`src/sv/frp_pkg.sv`:
```
// Shared types and constants for the frame rotator.
// Used by the channel interfaces, the position unit, the top level and the testbench.
package frp_pkg;

  // payload and register widths
  localparam int PIXEL_W   = 32;
  localparam int STATUS_W  = 2;
  localparam int DIM_REG_W = 9;
  localparam int ROT_W     = 2;
  localparam int FMT_W     = 3;
  localparam int CFG_W     = 9;
  localparam int CFG_IDX_W = 2;

  // default sizing of the frame store
  localparam int DEF_MAX_DIM    = 256;
  localparam int DEF_MAX_PIXELS = 65536;

  // register reset values
  localparam logic [DIM_REG_W-1:0] ROWS_RESET = 9'd256;
  localparam logic [DIM_REG_W-1:0] COLS_RESET = 9'd256;

  // pixel formats
  localparam logic [FMT_W-1:0] FMT_RGB24 = 3'd0;
  localparam logic [FMT_W-1:0] FMT_BGR24 = 3'd1;
  localparam logic [FMT_W-1:0] FMT_RGB32 = 3'd2;
  localparam logic [FMT_W-1:0] FMT_BGR32 = 3'd3;

  typedef enum logic [CFG_IDX_W-1:0] {
    REG_ROWS = 2'd0,
    REG_COLS = 2'd1,
    REG_ROT  = 2'd2,
    REG_FMT  = 2'd3
  } reg_e;

  typedef enum logic [ROT_W-1:0] {
    ROT_0   = 2'd0,
    ROT_90  = 2'd1,
    ROT_180 = 2'd2,
    ROT_270 = 2'd3
  } rot_e;

  typedef enum logic {
    CMD_LOAD  = 1'b0,
    CMD_FETCH = 1'b1
  } cmd_e;

  typedef enum logic [STATUS_W-1:0] {
    STAT_OK       = 2'd0,
    STAT_BAD_FMT  = 2'd1,
    STAT_NOT_FULL = 2'd2
  } status_e;

endpackage

```
`src/sv/frp_pos.sv`:
```
// Output position counters and source coordinate mapping for the rotator.
// Depends on frp_pkg for the rotation codes.
module frp_pos import frp_pkg::*; #(
  parameter int MAX_DIM = DEF_MAX_DIM,
  localparam int EFF_W = $clog2(MAX_DIM + 1),
  localparam int POS_W = $clog2(MAX_DIM)
) (
  input  logic             clk_i,
  input  logic             rst_ni,
  input  logic             advance_i,
  input  rot_e             rot_i,
  input  logic [EFF_W-1:0] rows_i,
  input  logic [EFF_W-1:0] cols_i,
  output logic [POS_W-1:0] src_row_o,
  output logic [POS_W-1:0] src_col_o,
  output logic             last_o
);

  logic [POS_W-1:0] row_q, col_q, row_d, col_d;
  logic [POS_W-1:0] src_row_q, src_col_q;
  logic             last_q;

  logic             swap, wrap, is_last, col_end;
  logic [EFF_W-1:0] orows, ocols, r_e, c_e, sr_e, sc_e;
  logic [POS_W-1:0] r, c;

  always_comb begin
    // output frame shape
    swap  = (rot_i == ROT_90) || (rot_i == ROT_270);
    orows = swap ? cols_i : rows_i;
    ocols = swap ? rows_i : cols_i;

    // restart from the origin when the position fell outside the frame
    wrap = (EFF_W'(row_q) >= orows) || (EFF_W'(col_q) >= ocols);
    r    = wrap ? '0 : row_q;
    c    = wrap ? '0 : col_q;
    r_e  = EFF_W'(r);
    c_e  = EFF_W'(c);

    // source coordinate of this output pixel
    case (rot_i)
      ROT_90: begin
        sr_e = c_e;
        sc_e = cols_i - EFF_W'(1) - r_e;
      end
      ROT_180: begin
        sr_e = rows_i - EFF_W'(1) - r_e;
        sc_e = cols_i - EFF_W'(1) - c_e;
      end
      ROT_270: begin
        sr_e = rows_i - EFF_W'(1) - c_e;
        sc_e = r_e;
      end
      default: begin
        sr_e = r_e;
        sc_e = c_e;
      end
    endcase

    // raster advance
    col_end = (c_e == ocols - EFF_W'(1));
    is_last = (r_e == orows - EFF_W'(1)) && col_end;
    if (is_last) begin
      row_d = '0;
      col_d = '0;
    end else if (col_end) begin
      row_d = r + POS_W'(1);
      col_d = '0;
    end else begin
      row_d = r;
      col_d = c + POS_W'(1);
    end
  end

  always_ff @(posedge clk_i or negedge rst_ni) begin
    if (!rst_ni) begin
      row_q  <= '0;
      col_q  <= '0;
      last_q <= 1'b0;
    end else if (advance_i) begin
      row_q  <= row_d;
      col_q  <= col_d;
      last_q <= is_last;
    end
  end

  // latched source coordinate for the address stage
  always_ff @(posedge clk_i) begin
    if (advance_i) begin
      src_row_q <= POS_W'(sr_e);
      src_col_q <= POS_W'(sc_e);
    end
  end

  assign src_row_o = src_row_q;
  assign src_col_o = src_col_q;
  assign last_o    = last_q;

endmodule

```
`config.mk`:
```
export PLATFORM = sky130hd
export DESIGN_NAME = frp_pos
export DESIGN_NICKNAME = d
export VERILOG_FILES = /design/src/sv/frp_pkg.sv /design/src/sv/frp_pos.sv
export SDC_FILE = /design/constraint.sdc
export NUM_CORES = 1
export LEC_CHECK = 0
export BUFFER_PORTS_ARGS = -buffer_cell sky130_fd_sc_hd__buf_2
export CORE_MARGIN = 10
export CORE_UTILIZATION = 57
export CTS_BUF_LIST = sky130_fd_sc_hd__clkbuf_4
export DETAILED_ROUTE_END_ITERATION = 16
export GPL_ROUTABILITY_DRIVEN = 1
export GPL_TIMING_DRIVEN = 0
export PLACE_DENSITY = 0.8
export SYNTH_ARGS = -nofsm -noshare
export SYNTH_HDL_FRONTEND = slang
export SYNTH_SLANG_ARGS = --single-unit
```
`constraint.sdc`:
```
create_clock -name clk_i -period 4.55 [get_ports clk_i]
set_input_delay 0.2275 -clock clk_i [delete_from_list [all_inputs] [get_ports clk_i]]
set_output_delay 0.2275 -clock clk_i [all_outputs]
set_load 0.02 [all_outputs]
```
==> results.txt <==
grt total ovfl: 0
Post-synth EDFFs: 16
wire length per cell: 19.8 um
H-tree depth: 2
CTS clock-pin slew for the worst setup and hold paths: 110 ps
power per cell area: 393 nW/um^2
met2 usage: 0.360
TNS Setup: 0 ps
# rows: 31
ys async rst share: 0.515
Crit Path Max Fanout: 18
Die Height: 106 um
Primary FF master, synth: dfrtp_1
Clock Path Buffers: 2
met3 Usage GRT: 0.0505
Required @ worst endpoint: 4640 ps
Comb power frac: 0.649
initial antenna violation count: 0
pin count of the biggest net entering global routing: 20
post-synth cell types: 68
dpl ws: -943 ps
clock latency on the worst-skew pair: 360 ps
Worst path most repeated cell: a21o_1
grt peak-use layer: met2
antenna fix cells: 0
Sw Share: 0.487
Reg power frac: 0.262
Critical path buffers and inverters: 1
CTS Root Cell: clkbuf_4
Worst Path Class, Setup: reg -> reg
TritonCTS Buffers: 5
fin crit share: 0.965
# port buffers: 33
Slew Viols, Final: 0
overall routed net length: 12700 um
CTS Sinks: 33
first-pass GRT wire length: 20000 um
Synth top area share: 0.114
Final setup viols: 0
worst vdd ir: 0.000219 V
mean post-synth cell area: 8.43 um^2
Synth area leaders: edfxtp_1, ha_1, dfrtp_1, xnor2_1, mux2i_1
die area: 11200 um^2
CP top delay family: compound AO/OA/AOI/OAI gates
Clock Power Share: 0.089
Syn-to-layout area delta: 12.0%
total track usage: 0.219
hold_ws: 316 ps
max cap viols: 0
Max Fclk: 0.228 GHz
worst setup margin: 159 ps
Slew HR: 0.505
Final min period: 4390 ps
Core Area: 7210 um^2
Hold Vio Cnt, Final: 0
WP data arrival: 4480 ps
Synth warnings: 0
Yosys reg bits: 33
vias per cell: 6.50
status: finished clean
most frequent cells after synthesis: nand2_1, ha_1, clkbuf_1, inv_1, xnor2_1
non-filler instance count after layout: 640
placed cell area: 4520 um^2
Mapped Area: 4200 um^2
register area share after synthesis: 0.216
Switch Pwr: 0.901 mW
DR iter-0 viols: 485
Initial Utilization: 0.582
Startpoint Class: register
Internal Power: 0.947 mW
antenna-violating nets left: 0
Worst Setup End Kind: register
fin nets: 603
Finished Cell Area: 4700 um^2
die width: 106 um
total power: 1.85 mW
CTS tree: built
Min-Delay Path Class: in -> async
IO Pins: 40
Final Skew: 9.10 ps
post-layout util: 0.652
vias in the first global route: 3986
vias: 4158
Reg2Reg Setup Slack: 160 ps
drt drc: 0
DR pass1 iterations: 6
GR Util met1: 0.254
Leakage: 1.98 nW
post-synth net total: 561
Syn Inst Count: 498
post-synth top area cell: edfxtp_1
placed wire-length estimate: 9670 um
share of cells above drive strength 1: 0.177
Max stage delay on crit path: 530 ps
top-count cell post-synth: nand2_1
Final GP Congestion: 0.957
slowest CP cell: dfrtp_1
crit path cell chain: ha_1 -> a21o_1 -> a221o_1 -> o221ai_2 -> and2_4 -> buf_8 -> nand2_2 -> nor2_4 -> a31oi_4 -> ha_1 -> a21o_1 -> a21oi_2 -> o21bai_1 -> a21o_1 -> a21o_1 -> a21oi_1 -> xnor2_1 -> a32oi_1 -> o21ai_0
DP Cell Count: 630
Worst Tran Pin Value: 742 ps
[area by class of cell]
type | count | area, um^2
Sequential cell | 33 | 908
Clock inverter | 3 | 12.5
Clock buffer | 5 | 37.5
Inverter | 31 | 116
Fill cell | 631 | 2510
Multi-Input combinational cell | 392 | 3080
Buffer | 38 | 204
Timing Repair Buffer | 39 | 215
Tap cell | 99 | 124
[routing by layer]
layer	share of wire	wire, um	vias up
li1	-	-	1915
met1	0.38	4850	1942
met2	0.48	6120	244
met3	0.082	1040	57
met4	0.050	639	0
met5	0	0	-
[path summary, 6_finish.rpt]
kind / startpoint / endpoint / depth (start not counted)
max: col_q[4]$_DFFE_PN0P_ / src_row_o[7]$_DFFE_PP_ / 19
min: rst_ni / col_q[4]$_DFFE_PN0P_ / 2
max reg2reg: col_q[4]$_DFFE_PN0P_ / src_row_o[7]$_DFFE_PP_ / 19
min reg2reg: last_o$_DFFE_PN0P_ / last_o$_DFFE_PN0P_ / 1
max in group asynchronous: rst_ni / col_q[0]$_DFFE_PN0P_ / 2
min in group clk_i: advance_i / src_row_o[3]$_DFFE_PP_ / 1
[power groups by stage]
stage | sequential [mW] | combinational [mW] | clock, mW
finish | 0.484 | 1.20 | 0.164
global route | 0.489 | 1.32 | 0.179
CTS | 0.479 | 1.16 | 0.164
detailed placement | 0.465 | 1.15 | 0
global placement | 0.464 | 1.13 | 0
floorplan | 0.491 | 0.815 | 0
[logic make-up after synthesis]
family / synth area share
AOI/OAI and AO/OA: 0.218
xor gates and xnor gates: 0.103
adders and majority gates: 0.123
buffers and inverters: 0.0733
DFF: 0.216
muxes: 0.0930
and+or+nand+nor: 0.174
[sequential cells by signal (all words and copies together), names as in the netlist]
register   flops
src_row_o      8
last_o         1
src_col_o      8
row_q          8
col_q          8
[cell usage in the layout, fill, tap and decap left out, types with 3 or more instances in the layout]
cell,Yosys,layout
nand2_1,46,45
ha_1,38,38
buf_2,3,33
inv_1,30,30
xnor2_1,29,29
o21ai_0,26,26
clkbuf_1,31,25
nor2_1,25,24
a21oi_1,22,21
mux2i_1,25,20
nand3_1,19,19
a32oi_1,16,16
edfxtp_1,16,16
xor2_1,15,15
dfrtp_1,17,15
a21o_1,11,11
mux2_2,10,10
nor3_1,9,9
buf_4,0,7
a31oi_1,8,6
clkbuf_4,0,6
o211ai_1,5,5
and2_1,6,5
nor4_1,5,5
buf_6,4,4
mux2i_2,2,4
buf_1,4,4
a211oi_1,4,4
a221o_1,4,4
and3_1,4,4
o21bai_1,4,4
o22ai_1,4,4
nand4_1,4,4
mux2i_4,0,3
or2_2,3,3
nor4b_1,3,3
clkinv_1,1,3
[what timing repair did]
item / CTS / global route
hold endpoints to repair: 17 / 0
pin swaps: 2 / 0
setup endpoints to repair: 7 / 4
hold buffers: 1 / 0
gates resized for setup: 8 / 22
buffers inserted: 5 / 0
(Power assumes the default switching activity.)
